$ cat src/sssf_pkg.sv
// Shared types, constants and the BCD segment decoder for the seven-segment scan block.
package sssf_pkg;

	// Item kinds carried on the input tuser
	typedef enum logic [1:0] {
		OP_WRITE  = 2'd0,
		OP_TOGGLE = 2'd1,
		OP_TICK   = 2'd2,
		OP_NONE   = 2'd3
	} op_t;

	// Configuration register indexes
	typedef enum logic [1:0] {
		REG_DIGIT_COUNT  = 2'd0,
		REG_FLASH_FIRST  = 2'd1,
		REG_FLASH_LAST   = 2'd2,
		REG_FLASH_PERIOD = 2'd3
	} reg_idx_t;

	localparam int COUNT_W    = 5;   // holds an effective digit count up to 16
	localparam int DCOUNT_W   = 4;
	localparam int SEG_W      = 8;
	localparam int SEL_W      = 3;
	localparam int POS_W      = 3;
	localparam int BCD_W      = 4;
	localparam int PERIOD_W   = 16;
	localparam int CFG_IDX_W  = 2;
	localparam int CFG_DATA_W = 16;
	localparam int DCOUNT_RST = 8;

	// Output skid buffer
	localparam int OBUF_DEPTH = 4;
	localparam int OBUF_PTR_W = 2;
	localparam int OBUF_CNT_W = 3;

	localparam logic [SEG_W-1:0] DOT_BIT   = 8'h80;
	localparam logic [SEG_W-1:0] SEG_BLANK = 8'h00;

	// Decoded item handed from the scan/control stage to the store pipeline
	typedef struct packed {
		op_t              op;
		logic             start;
		logic             wr_ok;
		logic             tog_ok;
		logic [SEG_W-1:0] wr_seg;
		logic             blank;
		logic [SEL_W-1:0] sel;
	} item_t;

	// One result beat: select above segments
	typedef struct packed {
		logic [SEL_W-1:0] sel;
		logic [SEG_W-1:0] seg;
	} out_beat_t;

	// BCD to segments a..g on bits 0..6; non-decimal codes are blank
	function automatic logic [SEG_W-1:0] seg_decode(input logic [BCD_W-1:0] bcd);
		logic [SEG_W-1:0] seg;
		case (bcd)
			4'd0: seg = 8'h3F;
			4'd1: seg = 8'h06;
			4'd2: seg = 8'h5B;
			4'd3: seg = 8'h4F;
			4'd4: seg = 8'h66;
			4'd5: seg = 8'h6D;
			4'd6: seg = 8'h7D;
			4'd7: seg = 8'h07;
			4'd8: seg = 8'h7F;
			4'd9: seg = 8'h67;
			default: seg = SEG_BLANK;
		endcase
		return seg;
	endfunction

endpackage

$ cat src/seven_segment_scan_flash.sv
// Top level of the multiplexed seven-segment scan and flash controller.
//
// Input stream (s_*): one beat per command. tuser carries the command kind
// (write BCD digit, toggle dot, refresh tick); tdata carries the digit
// position, BCD value and start-of-number flag. Only ticks produce output.
// Output stream (m_*): one beat per tick with the scanned digit's segment
// pattern and its select index.
// Configuration (cfg_*): register index and data; always ready, takes effect
// the cycle after the beat. Write it only while no commands are in flight.
// Throughput: one command per cycle while s_tready is high. The digit store is a
// one-port-read, one-port-write memory with a registered read port; a write-back to the
// entry read by the next command is forwarded, so there are no bubbles.
// Path: a tick result is registered in stage 1 and then queued in the output buffer.
// Stall: results queue in a four-entry buffer; s_tready drops only when
// that buffer plus the tick in flight would fill it.
// Reset: the store reads as all blank, digit count is 8 (clamped to
// MAX_DIGITS), scan sits at the last digit and flashing is off.
module seven_segment_scan_flash import sssf_pkg::*; #(
	parameter int MAX_DIGITS = 8
) (
	input  logic                  clk,
	input  logic                  arst_n,
	// Input commands
	input  logic                  s_tvalid,
	output logic                  s_tready,
	input  logic [7:0]            s_tdata,   // [2:0] digit_position, [6:3] bcd_value,
	                                         // [7] start_number
	input  logic [1:0]            s_tuser,   // [1:0] operation
	// Scan results
	output logic                  m_tvalid,
	input  logic                  m_tready,
	output logic [15:0]           m_tdata,   // [7:0] segments, [10:8] digit_select,
	                                         // [15:11] zero
	// Configuration writes
	input  logic                  cfg_valid,
	output logic                  cfg_ready,
	input  logic [CFG_IDX_W-1:0]  cfg_index,
	input  logic [CFG_DATA_W-1:0] cfg_data
);

	localparam int AW = (MAX_DIGITS > 1) ? $clog2(MAX_DIGITS) : 1;
	localparam int RW = OBUF_CNT_W + 1;

	logic                  in_acc;
	item_t                 item;
	logic [AW-1:0]         addr;
	logic                  res_valid;
	out_beat_t             res;
	logic                  s1_tick;
	out_beat_t             out_beat;
	logic [OBUF_CNT_W-1:0] obuf_cnt;
	logic                  pop;

	// Handshakes
	assign cfg_ready = 1'b1;
	assign in_acc    = s_tvalid && s_tready;
	assign s_tready  = (RW'(obuf_cnt) + RW'(s1_tick)) < RW'(OBUF_DEPTH);
	assign pop       = m_tvalid && m_tready;
	assign m_tdata   = {5'b0, out_beat};

	sssf_ctrl #(
		.MAX_DIGITS (MAX_DIGITS),
		.AW         (AW)
	) u_ctrl (
		.clk       (clk),
		.arst_n    (arst_n),
		.cfg_wr    (cfg_valid && cfg_ready),
		.cfg_index (cfg_index),
		.cfg_data  (cfg_data),
		.in_acc    (in_acc),
		.op        (op_t'(s_tuser)),
		.pos       (s_tdata[2:0]),
		.bcd       (s_tdata[6:3]),
		.start     (s_tdata[7]),
		.item      (item),
		.addr      (addr)
	);

	sssf_store #(
		.MAX_DIGITS (MAX_DIGITS),
		.AW         (AW)
	) u_store (
		.clk       (clk),
		.arst_n    (arst_n),
		.in_acc    (in_acc),
		.item      (item),
		.addr      (addr),
		.res_valid (res_valid),
		.res       (res),
		.s1_tick   (s1_tick)
	);

	sssf_obuf u_obuf (
		.clk       (clk),
		.arst_n    (arst_n),
		.push      (res_valid),
		.din       (res),
		.pop       (pop),
		.dout      (out_beat),
		.not_empty (m_tvalid),
		.cnt       (obuf_cnt)
	);

endmodule

$ cat src/sssf_ctrl.sv
// Configuration registers, scan pointer, flash counter and item decode.
module sssf_ctrl import sssf_pkg::*; #(
	parameter int MAX_DIGITS = 8,
	parameter int AW         = 3
) (
	input  logic                  clk,
	input  logic                  arst_n,
	input  logic                  cfg_wr,
	input  logic [CFG_IDX_W-1:0]  cfg_index,
	input  logic [CFG_DATA_W-1:0] cfg_data,
	input  logic                  in_acc,
	input  op_t                   op,
	input  logic [POS_W-1:0]      pos,
	input  logic [BCD_W-1:0]      bcd,
	input  logic                  start,
	output item_t                 item,
	output logic [AW-1:0]         addr
);

	localparam logic [COUNT_W-1:0] MAX_C   = COUNT_W'(MAX_DIGITS);
	localparam int                 RST_EFF = (DCOUNT_RST > MAX_DIGITS) ? MAX_DIGITS
	                                                                   : DCOUNT_RST;
	localparam logic [AW-1:0]      SCAN_RST = AW'(RST_EFF - 1);

	logic [DCOUNT_W-1:0] dcount_q;
	logic [POS_W-1:0]    first_q;
	logic [POS_W-1:0]    last_q;
	logic [PERIOD_W-1:0] period_q;
	logic [AW-1:0]       scan_q;
	logic [PERIOD_W-1:0] ctr_q;

	logic [COUNT_W-1:0]  eff;
	logic [COUNT_W-1:0]  scan_inc;
	logic [AW-1:0]       scan_nxt;
	logic [COUNT_W-1:0]  scan_ext;
	logic [PERIOD_W:0]   ctr_inc;
	logic [PERIOD_W-1:0] ctr_wrap;
	logic [PERIOD_W-1:0] ctr_nxt;
	logic                flash_on;
	logic [COUNT_W-1:0]  pos_ext;
	logic [AW-1:0]       cfg_scan;

	// Clamp a digit count to 1..MAX_DIGITS
	function automatic logic [COUNT_W-1:0] eff_count(input logic [DCOUNT_W-1:0] dc);
		logic [COUNT_W-1:0] c;
		c = COUNT_W'(dc);
		if (c == '0)
			c = COUNT_W'(1);
		else if (c > MAX_C)
			c = MAX_C;
		return c;
	endfunction

	// Next scan position and flash counter for a tick, and the scan position for a digit-count write
	always_comb begin
		eff      = eff_count(dcount_q);
		scan_inc = COUNT_W'(scan_q) + COUNT_W'(1);
		scan_nxt = (scan_inc >= eff) ? '0 : scan_inc[AW-1:0];
		scan_ext = COUNT_W'(scan_nxt);
		flash_on = (period_q != '0);
		ctr_inc  = (PERIOD_W+1)'(ctr_q) + (PERIOD_W+1)'(1);
		ctr_wrap = (ctr_inc == {1'b0, period_q}) ? '0 : ctr_inc[PERIOD_W-1:0];
		ctr_nxt  = (flash_on && scan_nxt == '0) ? ctr_wrap : ctr_q;
		pos_ext  = COUNT_W'(pos);
		cfg_scan = AW'(eff_count(cfg_data[DCOUNT_W-1:0]) - COUNT_W'(1));
	end

	// Item decode for the store pipeline
	always_comb begin
		item.op     = op;
		item.start  = start;
		item.wr_ok  = (pos_ext < eff);
		item.tog_ok = (pos_ext < MAX_C);
		item.wr_seg = seg_decode(bcd);
		item.blank  = flash_on && (COUNT_W'(first_q) <= scan_ext)
		              && (scan_ext <= COUNT_W'(last_q))
		              && (ctr_nxt > (period_q >> 1));
		item.sel    = scan_ext[SEL_W-1:0];
		addr        = (op == OP_TICK) ? scan_nxt : pos_ext[AW-1:0];
	end

	// Register file, scan pointer and flash counter
	always_ff @(posedge clk or negedge arst_n) begin
		if (!arst_n) begin
			dcount_q <= DCOUNT_W'(DCOUNT_RST);
			first_q  <= '0;
			last_q   <= '0;
			period_q <= '0;
			scan_q   <= SCAN_RST;
			ctr_q    <= '0;
		end else if (cfg_wr) begin
			case (reg_idx_t'(cfg_index))
				REG_DIGIT_COUNT: begin
					dcount_q <= cfg_data[DCOUNT_W-1:0];
					scan_q   <= cfg_scan;
				end
				REG_FLASH_FIRST: first_q <= cfg_data[POS_W-1:0];
				REG_FLASH_LAST:  last_q  <= cfg_data[POS_W-1:0];
				REG_FLASH_PERIOD: begin
					period_q <= cfg_data[PERIOD_W-1:0];
					ctr_q    <= '0;
				end
				default: ;
			endcase
		end else if (in_acc && op == OP_TICK) begin
			scan_q <= scan_nxt;
			ctr_q  <= ctr_nxt;
		end
	end

endmodule

$ cat src/sssf_store.sv
// Digit store memory with read-modify-write pipeline, valid bits and forwarding.
module sssf_store import sssf_pkg::*; #(
	parameter int MAX_DIGITS = 8,
	parameter int AW         = 3
) (
	input  logic          clk,
	input  logic          arst_n,
	input  logic          in_acc,
	input  item_t         item,
	input  logic [AW-1:0] addr,
	output logic          res_valid,
	output out_beat_t     res,
	output logic          s1_tick
);

	logic [SEG_W-1:0]      mem [MAX_DIGITS];
	logic [MAX_DIGITS-1:0] valid_q;

	logic                  vld_s1;
	item_t                 item_s1;
	logic [AW-1:0]         addr_s1;
	logic [SEG_W-1:0]      rd_data_s1;
	logic                  fwd_s1;
	logic [SEG_W-1:0]      fwd_data_s1;

	logic [SEG_W-1:0]      cur;
	logic                  wr_en;
	logic [SEG_W-1:0]      wr_data;
	logic                  is_write;

	// Current entry value: forwarded write, stored data, or zero if not written since reset or the last new number
	always_comb begin
		if (fwd_s1)
			cur = fwd_data_s1;
		else if (valid_q[addr_s1])
			cur = rd_data_s1;
		else
			cur = SEG_BLANK;
		is_write = vld_s1 && (item_s1.op == OP_WRITE);
		wr_en    = (is_write && item_s1.wr_ok)
		           || (vld_s1 && item_s1.op == OP_TOGGLE && item_s1.tog_ok);
		wr_data  = (item_s1.op == OP_WRITE) ? item_s1.wr_seg : (cur ^ DOT_BIT);
	end

	// Tick result
	always_comb begin
		s1_tick   = vld_s1 && (item_s1.op == OP_TICK);
		res_valid = s1_tick;
		res.seg   = item_s1.blank ? SEG_BLANK : cur;
		res.sel   = item_s1.sel;
	end

	// Memory: one write port, one registered read port
	always_ff @(posedge clk) begin
		if (wr_en)
			mem[addr_s1] <= wr_data;
		if (in_acc)
			rd_data_s1 <= mem[addr];
	end

	// Stage 1 payload and same-entry forwarding
	always_ff @(posedge clk) begin
		if (in_acc) begin
			item_s1 <= item;
			addr_s1 <= addr;
		end
		fwd_data_s1 <= wr_data;
	end

	// Stage valid, forward flag and entry valid bits
	always_ff @(posedge clk or negedge arst_n) begin
		if (!arst_n) begin
			vld_s1  <= 1'b0;
			fwd_s1  <= 1'b0;
			valid_q <= '0;
		end else begin
			vld_s1 <= in_acc;
			fwd_s1 <= wr_en && (addr_s1 == addr);
			// a new number clears every entry but the one it writes, or all of them if its position is out of range
			if (is_write && item_s1.start) begin
				valid_q <= item_s1.wr_ok ? (MAX_DIGITS'(1) << addr_s1) : '0;
			end else if (wr_en) begin
				valid_q[addr_s1] <= 1'b1;
			end
		end
	end

endmodule

$ cat src/sssf_obuf.sv
// Small output queue that decouples the result stream from the store pipeline.
module sssf_obuf import sssf_pkg::*; (
	input  logic                  clk,
	input  logic                  arst_n,
	input  logic                  push,
	input  out_beat_t             din,
	input  logic                  pop,
	output out_beat_t             dout,
	output logic                  not_empty,
	output logic [OBUF_CNT_W-1:0] cnt
);

	out_beat_t               fifo_q [OBUF_DEPTH];
	logic [OBUF_PTR_W-1:0]   wr_ptr_q;
	logic [OBUF_PTR_W-1:0]   rd_ptr_q;
	logic [OBUF_CNT_W-1:0]   cnt_q;

	assign dout      = fifo_q[rd_ptr_q];
	assign not_empty = (cnt_q != '0);
	assign cnt       = cnt_q;

	// Entry storage
	always_ff @(posedge clk) begin
		if (push)
			fifo_q[wr_ptr_q] <= din;
	end

	// Pointers and fill level
	always_ff @(posedge clk or negedge arst_n) begin
		if (!arst_n) begin
			wr_ptr_q <= '0;
			rd_ptr_q <= '0;
			cnt_q    <= '0;
		end else begin
			if (push)
				wr_ptr_q <= wr_ptr_q + OBUF_PTR_W'(1);
			if (pop)
				rd_ptr_q <= rd_ptr_q + OBUF_PTR_W'(1);
			if (push && !pop)
				cnt_q <= cnt_q + OBUF_CNT_W'(1);
			else if (pop && !push)
				cnt_q <= cnt_q - OBUF_CNT_W'(1);
		end
	end

endmodule

$ cat config.mk
export PLATFORM = sky130hd
export DESIGN_NAME = seven_segment_scan_flash
export DESIGN_NICKNAME = d
export VERILOG_FILES = /design/src/sssf_pkg.sv /design/src/seven_segment_scan_flash.sv /design/src/sssf_ctrl.sv /design/src/sssf_store.sv /design/src/sssf_obuf.sv
export SDC_FILE = /design/constraint.sdc
export NUM_CORES = 1
export LEC_CHECK = 0
export ABC_AREA = 0
export BUFFER_PORTS_ARGS = -buffer_cell sky130_fd_sc_hd__buf_2
export CORE_AREA = 2 2 164 166
export DETAILED_ROUTE_END_ITERATION = 10
export DIE_AREA = 0 0 166 168
export GPL_ROUTABILITY_DRIVEN = 0
export PLACE_DENSITY_LB_ADDON = 0.15
export SYNTH_ARGS = -nofsm -noshare
export SYNTH_HDL_FRONTEND = slang
export SYNTH_SLANG_ARGS = --single-unit
$ cat constraint.sdc
create_clock -name clk -period 7.5 [get_ports clk]
set_input_delay 0.75 -clock clk [delete_from_list [all_inputs] [get_ports clk]]
set_output_delay 0.75 -clock clk [all_outputs]
set_load 0.03 [all_outputs]
==> results_dict.tcl, run 1 <==
set metrics [dict create \
    postRouteAntennaNets 0 \
    max-slew-margin-rel_pct 19.4 \
    overflow 0 \
    slew_viol_final 0 \
    ios 52 \
    synth_seq_cells 204 \
    cp_max_fo 15 \
    worst_slew_pin_slew_ns 1.20 \
    portBuffers 45 \
    wl_mm 23.7 \
    final_util_pct 43.9 \
    fillCellCount 2439 \
    drive_above_1_share_pct 17.5 \
    post_cts_resized 0 \
    swShare_pct 33.1 \
    synth-edff-count 134 \
    fin_crit_sh_pct 56.4 \
    start_util_pct 39.1 \
    cpPeakStageDelay_ns 0.49 \
    clkPwrFrac_pct 30.5 \
    grt_pass1_vias 6602 \
    place_ws_ns 3.34 \
    r2r_setup_slack_ns 3.27 \
    final_cell_area_sq_um 11600 \
    synth-async-reset-ratio_pct 30.4 \
    ys.flop_type "edfxtp_1" \
    cts.sinks 204 \
    ys_types 85 \
    area_growth_pct 12.3 \
    cts_htree_levels 1 \
    yosysSeqAreaShare_pct 55.7 \
    first_pass_iters 5 \
    period_needed_ns 4.23 \
    numCtsBuffers 23 \
    cp-end-kind "register" \
    yosysWarningCount 0 \
    power_density_nw_per_um2 341 \
    seq_area_sq_um 5740 \
    vdd_drop_max_v 0.000234 \
    yosys.area_share.simple_pct 11.8 \
    clock_path_buffers 3 \
    power_mw 3.94 \
    grt_first_pass_wirelength_mm 38.0 \
    crit_path_cell_trace "ha_1 -> and3_1 -> nand3_2 -> xnor2_1 -> o2111ai_1 -> nor4_4 -> and2_4 -> o21ai_1 -> a22o_1 -> ha_1 -> a21o_1 -> a21o_1 -> a21oi_1 -> nor2_1 -> o21ai_0 -> a31oi_1" \
    cts.clk_slew.worst_paths_ns 0.06 \
    grt_util_met1_pct 23.7 \
    synthAdderAreaFrac_pct 5.17 \
    rsz0062_at_grt "false" \
    drtIter0Drc 505 \
    synth_top_family_by_area "compound AO/OA/AOI/OAI gates" \
    die_area_sq_um 27900 \
    vias_per_cell 5.42 \
    cts-root-buf "clkbuf_16" \
    row_count 60 \
    p_leak_nw 4.50 \
    r2r_cells 16 \
    clock_latency_ns 0.51 \
    core_sq_um 26400 \
    dpl-instance-area_sq_um 10800 \
    grt_use_total_pct 17.1 \
    setup_ws_ns 3.27 \
    hp-class "input port to async pin" \
    p_switching_mw 1.30 \
    synthesis.instances 860 \
    cp-start-kind "register" \
    cp_slowest_cell "dfrtp_1" \
    wl_per_cell_um 19.0 \
    route.detailed.drc 0 \
    fmax_mhz 236 \
    dp_hpwl_mm 16.4 \
    outcome "completed" \
    synth_mux_area_share_pct 7.34 \
    cts_hold_buf 0 \
    setup_viol 0 \
    critical_path_class "register to register" \
    fin_nets 965 \
    synth-xor-area-share_pct 2.72 \
    grt_antenna_before_repair 0 \
    timing.rr.start "u_ctrl.ctr_q[0]$_DFFE_PN0P_" \
    cts_tree "built" \
    synth_compound_area_share_pct 12.7 \
    grt.busiest_layer "met2" \
    gr-usage-met3_pct 2.02 \
    post-cts-setup-buffers 0 \
    intPower_mw 2.64 \
    cap_violations 0 \
    r2r-end "u_store.item_s1[3]$_DFFE_PP_" \
    multiInputGateArea_sq_um 4150 \
    setup_tns_ns 0 \
    synth_area_per_cell_sq_um 12.0 \
    grt_max_degree 63 \
    pwr-share-comb_pct 28.7 \
    cp.arrival_ns 4.47 \
    fp.dieH_um 168 \
    met2_usage_pct 28.7 \
    syn_area_sq_um 10300 \
    startpoint "u_ctrl.ctr_q[0]$_DFFE_PN0P_" \
    hold_viol 0 \
    die_w_um 166 \
    p_seq_share_pct 40.9 \
    antenna_cells 0 \
    finalClockSkew_ns 0.0300 \
    via_count 6760 \
    required_ns 7.74 \
]
-- cells in the mapped netlist, drive strengths merged (4+ instances only) --
cell type | number | area share (%)
a21o | 15 | 1.1
a21oi | 39 | 2.0
a221o | 8 | 0.78
a22o | 7 | 0.59
a22oi | 9 | 0.66
a31oi | 6 | 0.42
a32o | 8 | 0.78
a32oi | 10 | 0.85
and2 | 10 | 0.63
and3 | 6 | 0.41
buf | 31 | 2.2
clkbuf | 20 | 0.73
dfrtp | 58 | 14
dfstp | 4 | 1.0
dfxtp | 8 | 1.6
edfxtp | 134 | 39
ha | 41 | 5.0
inv | 44 | 1.6
mux2 | 27 | 2.9
mux2i | 16 | 1.6
mux4 | 13 | 2.8
nand2 | 83 | 3.2
nand2b | 10 | 0.61
nand3 | 26 | 1.4
nand4 | 12 | 0.79
nor2 | 54 | 2.0
nor2b | 6 | 0.36
nor3 | 8 | 0.44
nor4 | 9 | 0.69
o211ai | 5 | 0.36
o21a | 8 | 0.58
o21ai | 44 | 2.2
o31ai | 6 | 0.44
xnor2 | 24 | 2.0
xor2 | 8 | 0.68
-- worst max path at each step --
stage                              endpoint  cells past startpoint  slack (ns)
3_3_place_gp   u_store.item_s1[3]$_DFFE_PP_                     16        3.39
3_5_place_dp   u_store.item_s1[3]$_DFFE_PP_                     16        3.34
4_1_cts        u_store.item_s1[3]$_DFFE_PP_                     16        3.31
2_1_floorplan  u_store.item_s1[3]$_DFFE_PP_                     16        3.94
5_1_grt        u_store.item_s1[3]$_DFFE_PP_                     16        2.97
6_report       u_store.item_s1[3]$_DFFE_PP_                     16        3.27
-- power groups by stage --
stage / clock (mW) / combinational (mW) / sequential, mW
after floorplan: 0 / 0.883 / 1.55
after global placement: 0 / 1.14 / 1.63
after detailed placement: 0 / 1.14 / 1.64
after CTS: 1.23 / 1.15 / 1.61
after global routing: 1.27 / 1.26 / 1.64
final: 1.20 / 1.13 / 1.61
-- layout by cell type, fill, tap and decap left out, types with 24 or more instances in the layout --
master    netlist  layout
xnor2_1        24      24
o21ai_0        38      38
mux2_2         27      27
nor2_1         54      54
buf_2          10      45
edfxtp_1      134     134
dfrtp_1        58      58
nand2_1        80      80
inv_1          43      43
a21oi_1        37      37
nand3_1        24      24
ha_1           41      41
-- cell type report --
cell class / count / share of cell area (%)
flip-flops and latches: 204 / 49.6
multi-input cells: 565 / 35.8
clock buffers: 28 / 5.31
well taps: 341 / 3.69
repair buffers: 52 / 2.40
clock inverters: 14 / 1.77
inverters: 44 / 1.43
-- flip-flops by register name, summed over array words and instances, names as in the netlist --
register,cells
u_obuf.cnt,3
u_ctrl.dcount_q,4
u_store.addr_s1,3
u_ctrl.scan_q,3
u_store.item_s1,12
u_ctrl.period_q,16
u_store.fwd_data_s1,8
u_store.mem,64
u_ctrl.first_q,3
u_ctrl.ctr_q,16
u_obuf.fifo_q,44
u_store.vld_s1,1
u_store.fwd_s1,1
u_store.res,3
u_store.rd_data_s1,8
u_obuf.rd_ptr_q,2
u_store.valid_q,8
u_ctrl.last_q,3
u_obuf.wr_ptr_q,2
-- logic make-up (layout without fill, tap and decap cells) --
family / Yosys count / after routing
XOR/XNOR: 32 / 32
adder cells (fa/ha/maj): 42 / 42
multiplexers: 56 / 56
other: 2 / 6
buffers and inverters: 95 / 138
AND/OR/NAND/NOR: 240 / 240
flip-flops: 204 / 204
AO/OA/AOI/OAI: 189 / 189
-- stage by stage --
stage | hold slack (ns) | instances
floorplan | 0.444 | 864
global placement | 0.457 | 1206
detailed placement | 0.466 | 1206
CTS | 0.412 | 1248
global route | 0.414 | 1248
finish | 0.414 | 1248
-- metal layers --
| metal | vias up | part of all wire, % |
|---|---|---|
| met2 | 144 | 49 |
| met5 | - | 0 |
| met4 | 0 | 1.8 |
| met1 | 3335 | 46 |
| met3 | 27 | 3.5 |
| li1 | 3254 | - |
-- worst max-delay path: cells and delay by family, from the launching register on --
| kind | cells | cell delay [ns] |
|---|---|---|
| DFF | 1 | 0.49 |
| adders and majority gates | 2 | 0.58 |
| xor gates and xnor gates | 1 | 0.25 |
| and+or+nand+nor | 5 | 1.35 |
| AOI/OAI and AO/OA | 8 | 1.27 |
No activity file was read; power rests on OpenSTA's default activity.
==> inputs of run 2 (changes only) <==
Clock period 7.5 ns to 4.3 ns, I/O delays scaled along.
==> results_dict.tcl, run 2 (synthesis gave the netlist of run 1 again) <==
set metrics [dict create \
    clock_latency_ns 0.51 \
    portBuffers 45 \
    die_w_um 166 \
    start_util_pct 39.1 \
    setup_viol 0 \
    largest_reg_flops 64 \
    route.detailed.drc 0 \
    cp-start-kind "register" \
    grt_use_total_pct 17.5 \
    cts_htree_levels 1 \
    rsz0062_at_grt "false" \
    p_seq_share_pct 40.0 \
    top_regs "u_store.mem x64, u_obuf.fifo_q x44" \
    antenna_cells 0 \
    dp_cells 1219 \
    critical_path_class "register to register" \
    cp_max_fo 15 \
    overflow 0 \
    finalClockSkew_ns 0.0148 \
    cap_violations 0 \
    grt_pass1_vias 6885 \
    fin_nets 980 \
    slew_viol_final 0 \
    wl_mm 24.4 \
    grt_antenna_before_repair 0 \
    vias_per_cell 5.46 \
    dp_hpwl_mm 16.7 \
    ios 52 \
    pwr-share-comb_pct 29.0 \
    cts-root-buf "clkbuf_16" \
    die_area_sq_um 27900 \
    drtIter0Drc 469 \
    clock_path_buffers 3 \
    grt_first_pass_wirelength_mm 38.9 \
    fp.dieH_um 168 \
    vdd_drop_max_v 0.000373 \
    row_count 60 \
    cts.clk_slew.worst_paths_ns 0.06 \
    setup_tns_ns 0 \
    grt_max_degree 49 \
    core_sq_um 26400 \
    required_ns 4.54 \
    cts.sinks 204 \
    fillCellCount 2440 \
    cp.arrival_ns 4.26 \
    numCtsBuffers 24 \
    fmax_mhz 249 \
    max-slew-margin-rel_pct 20.7 \
    intPower_mw 4.67 \
    final_cell_mix "edfxtp_1 (134), nand2_1 (80), dfrtp_1 (58), nor2_1 (54), buf_2 (45)" \
    clkPwrFrac_pct 31.0 \
    worst_slew_pin_slew_ns 1.19 \
    hold_viol 0 \
    period_needed_ns 4.01 \
    stdcell_count 1264 \
    final_common_cell "edfxtp_1" \
    cts_tree "built" \
    p_switching_mw 2.33 \
    postRouteAntennaNets 0 \
    outcome "completed" \
    fin_crit_sh_pct 93.4 \
    p_leak_nw 4.62 \
    drive_above_1_share_pct 19.7 \
    power_density_nw_per_um2 595 \
    area_growth_pct 14.0 \
    post-cts-setup-buffers 0 \
    hp-class "input port to register" \
    cp-end-kind "register" \
    largest-register "u_store.mem" \
    wl_per_cell_um 19.3 \
    swShare_pct 33.3 \
    first_pass_iters 6 \
    via_count 6901 \
    final_util_pct 44.6 \
]
run 2: critical path, stage by stage, from the launching register on:
cell,delay [ns]
dfrtp_1,0.42
ha_1,0.26
nand3_1,0.19
nor2_1,0.31
nand4_1,0.34
xnor2_2,0.28
o2111a_1,0.28
and2_4,0.27
o21ai_1,0.08
a22o_1,0.19
ha_1,0.29
a21o_1,0.16
a21o_1,0.17
a21oi_1,0.19
nor2_1,0.05
o21ai_0,0.16
a31oi_1,0.12
run 2: routing by layer:
metal  part of all wire (%)  track usage, %
met5                      0               0
met3                    4.4            2.33
met1                     44            23.1
met2                     49            30.5
met4                    2.3            4.99
run 2: repair_timing:
item / 4_1_cts / 5_1_grt
endpoints found under the hold margin: 14 / 0
endpoints found under the setup margin: 0 / 1
hold buffers: 1 / 0
gates resized for setup: 0 / 2
run 2: per-stage QoR:
stage | cell area [sq um] | total power, mW | hold slack [ns] | setup slack (ns)
2_1_floorplan | 10300 | 4.24 | 0.134 | 0.737
3_3_place_gp | 10900 | 4.88 | 0.362 | 0.221
3_5_place_dp | 10900 | 4.89 | 0.367 | 0.272
4_1_cts | 11700 | 7.08 | 0.0989 | 0.251
5_1_grt | 11800 | 7.41 | 0.0892 | 0.0302
6_report | 11800 | 7.00 | 0.108 | 0.285
run 2: power groups by stage:
stage               Clock, mW  Sequential, mW  Combinational, mW
finish                   2.17            2.80               2.03
global route             2.31            2.84               2.25
CTS                      2.23            2.80               2.05
detailed placement          0            2.84               2.05
global placement            0            2.84               2.04
floorplan                   0            2.70               1.54
run 2: final timing paths:
path | cells after the start | from | end | slack (ns)
setup / recovery | 16 | u_ctrl.ctr_q[1]$_DFFE_PN0P_ | u_store.item_s1[3]$_DFFE_PP_ | 0.29
hold / removal | 1 | s_tdata[7] | u_store.item_s1[14]$_DFFE_PP_ | 0.11
setup reg to reg | 16 | u_ctrl.ctr_q[1]$_DFFE_PN0P_ | u_store.item_s1[3]$_DFFE_PP_ | 0.29
hold reg to reg | 1 | u_store.valid_q[3]$_DFFE_PN0P_ | u_store.valid_q[3]$_DFFE_PN0P_ | 0.47
max in group asynchronous | 3 | arst_n | u_ctrl.ctr_q[5]$_DFFE_PN0P_ | 2.95
min in group asynchronous | 2 | arst_n | u_ctrl.period_q[0]$_DFFE_PN0P_ | 0.34
run 2: final cells by class:
class / instances / area [sq um] / share of cell area [%]
Clock buffer: 33 / 748 / 6.36
Clock inverter: 11 / 133 / 1.13
Inverter: 44 / 165 / 1.40
Multi-Input combinational cell: 565 / 4160 / 35.4
Sequential cell: 204 / 5740 / 48.8
Tap cell: 341 / 427 / 3.63
Timing Repair Buffer: 66 / 385 / 3.28
==> inputs of run 3 (changes only) <==
Settings changed: CTS_CLUSTER_SIZE set to 12, PLACE_DENSITY_LB_ADDON 0.15 to 0.3.
==> results_dict.tcl, run 3 (synthesis gave the netlist of run 1 again) <==
set metrics [dict create \
    clock_path_buffers 3 \
    slew_viol_final 0 \
    fp.dieH_um 168 \
    die_w_um 166 \
    dp_hpwl_mm 16.2 \
    cts.clk_slew.worst_paths_ns 0.06 \
    cp_max_fo 10 \
    wl_per_cell_um 18.2 \
    crit_top_cell "a21o_1" \
    largest_reg_flops 64 \
    final_common_cell "edfxtp_1" \
    drtIter0Drc 500 \
    p_leak_nw 4.51 \
    vias_per_cell 5.40 \
    seq_area_sq_um 5740 \
    drive_above_1_share_pct 18.2 \
    intPower_mw 4.33 \
    clkPwrFrac_pct 26.5 \
    setup_ws_ns 0.316 \
    cts_tree "built" \
    fin_nets 980 \
    row_count 60 \
    dpl-instance-area_sq_um 10800 \
    portBuffers 45 \
    cp_slowest_cell "a21boi_1" \
    top_regs "u_store.mem x64, u_obuf.fifo_q x44" \
    vdd_drop_max_v 0.000327 \
    via_count 6822 \
    final_cell_mix "edfxtp_1 (134), nand2_1 (80), dfrtp_1 (58), nor2_1 (54), buf_2 (45)" \
    p_seq_share_pct 42.5 \
    route.detailed.drc 0 \
    place_ws_ns 0.231 \
    cp-start-kind "register" \
    worstPathBufferInverterCount 0 \
    postRouteAntennaNets 0 \
    first_pass_iters 5 \
    worst_slew_pin_slew_ns 1.12 \
    cts_htree_levels 1 \
    grt_use_total_pct 16.2 \
    fmax_mhz 251 \
    finalClockSkew_ns 0.00642 \
    grt_antenna_before_repair 0 \
    largest-register "u_store.mem" \
    fillCellCount 2416 \
    cap_violations 0 \
    period_needed_ns 3.98 \
    die_area_sq_um 27900 \
    swShare_pct 34.3 \
    max-slew-margin-rel_pct 25.1 \
    power_density_nw_per_um2 571 \
    required_ns 4.54 \
    antenna_cells 0 \
    grt_pass1_vias 6673 \
    clock_latency_ns 0.50 \
    critical_path_class "register to register" \
    grt_max_degree 37 \
    area_growth_pct 12.1 \
    start_util_pct 39.1 \
    grt_first_pass_wirelength_mm 36.6 \
    cpPeakStageDelay_ns 0.69 \
    core_sq_um 26400 \
    cts-root-buf "clkbuf_16" \
    fin_crit_sh_pct 92.7 \
    hp-class "input port to register" \
    crit_path_cell_trace "ha_1 -> ha_1 -> a21o_1 -> a21o_1 -> a21oi_4 -> a21boi_1 -> o21ai_1 -> a22o_1 -> ha_1 -> a21o_1 -> a21o_1 -> a21oi_1 -> nor2_1 -> o21ai_0 -> a31oi_1" \
    cpLargestDelayFamily "compound AO/OA/AOI/OAI gates" \
    ios 52 \
    wl_mm 23.0 \
    multiInputGateArea_sq_um 4170 \
    p_switching_mw 2.26 \
    outcome "completed" \
    cp.arrival_ns 4.22 \
    hold_viol 0 \
    setup_viol 0 \
    cp-end-kind "register" \
    cts.sinks 204 \
    overflow 0 \
    final_cell_area_sq_um 11600 \
    pwr-share-comb_pct 31.1 \
    numCtsBuffers 23 \
]
## run 3: cell types whose count changed in the layout (fill, tap and decap cells not counted), sizes merged
| cell | change |
|---|---|
| bufinv | -2 |
| clkinvlp | -2 |
| clkbuf | -2 |
| clkinv | +4 |
| and2 | +1 |
## run 3: power by group through the flow
stage / Combinational (mW) / Clock (mW) / Sequential, mW
after global routing: 2.27 / 1.86 / 2.84
after detailed placement: 2.03 / 0 / 2.84
after CTS: 2.04 / 1.80 / 2.80
after global placement: 2.01 / 0 / 2.83
after floorplan: 1.54 / 0 / 2.70
final: 2.05 / 1.75 / 2.80
## run 3: through the flow
stage                     power [mW]  utilization (%)  setup TNS (ns)  cells  hold WS [ns]
after global placement          4.84             41.1               0   1217         0.461
final                           6.60             43.9               0   1263         0.118
after floorplan                 4.24                -               0    864         0.134
after global routing            6.97             43.9         -0.0130   1263         0.102
after detailed placement        4.87             41.1               0   1217         0.461
after CTS                       6.64             43.7               0   1260         0.104
## run 3: final timing paths
kind                                                start                              to  slack (ns)  cells after the start
min in group asynchronous                          arst_n  u_ctrl.period_q[9]$_DFFE_PN0P_        0.49                      2
max                          u_ctrl.scan_q[0]$_DFFE_PN1P_    u_store.item_s1[3]$_DFFE_PP_        0.32                     15
max reg2reg                  u_ctrl.scan_q[0]$_DFFE_PN1P_    u_store.item_s1[3]$_DFFE_PP_        0.32                     15
max in group asynchronous                          arst_n  u_ctrl.dcount_q[3]$_DFFE_PN1P_        2.83                      3
min                                            s_tdata[7]   u_store.item_s1[14]$_DFFE_PP_        0.12                      1
min reg2reg                u_store.valid_q[7]$_DFFE_PN0P_  u_store.valid_q[7]$_DFFE_PN0P_        0.47                      1
## run 3: layout make-up
cell class                 count  share of cell area, %
inverter                      44                   1.43
clock inverter                11                  0.520
sequential                   204                   49.7
multi-input combinational    566                   36.1
clock buffer                  31                   5.24
tap                          341                   3.69
timing repair buffer          66                   3.33
## run 3: timing repair
action	4_1_cts	5_1_grt
endpoints found under the hold margin	26	0
gates resized for setup	0	6
endpoints found under the setup margin	0	1
buffers inserted	0	2
hold buffers	1	0
## run 3: per-layer routing
layer | up-vias | wire (um) | track usage [%]
li1 | 3275 | - | -
met1 | 3296 | 10400 | 22.7
met2 | 209 | 10900 | 26.6
met3 | 42 | 1190 | 2.12
met4 | 0 | 525 | 4.50
met5 | - | 0 | 0
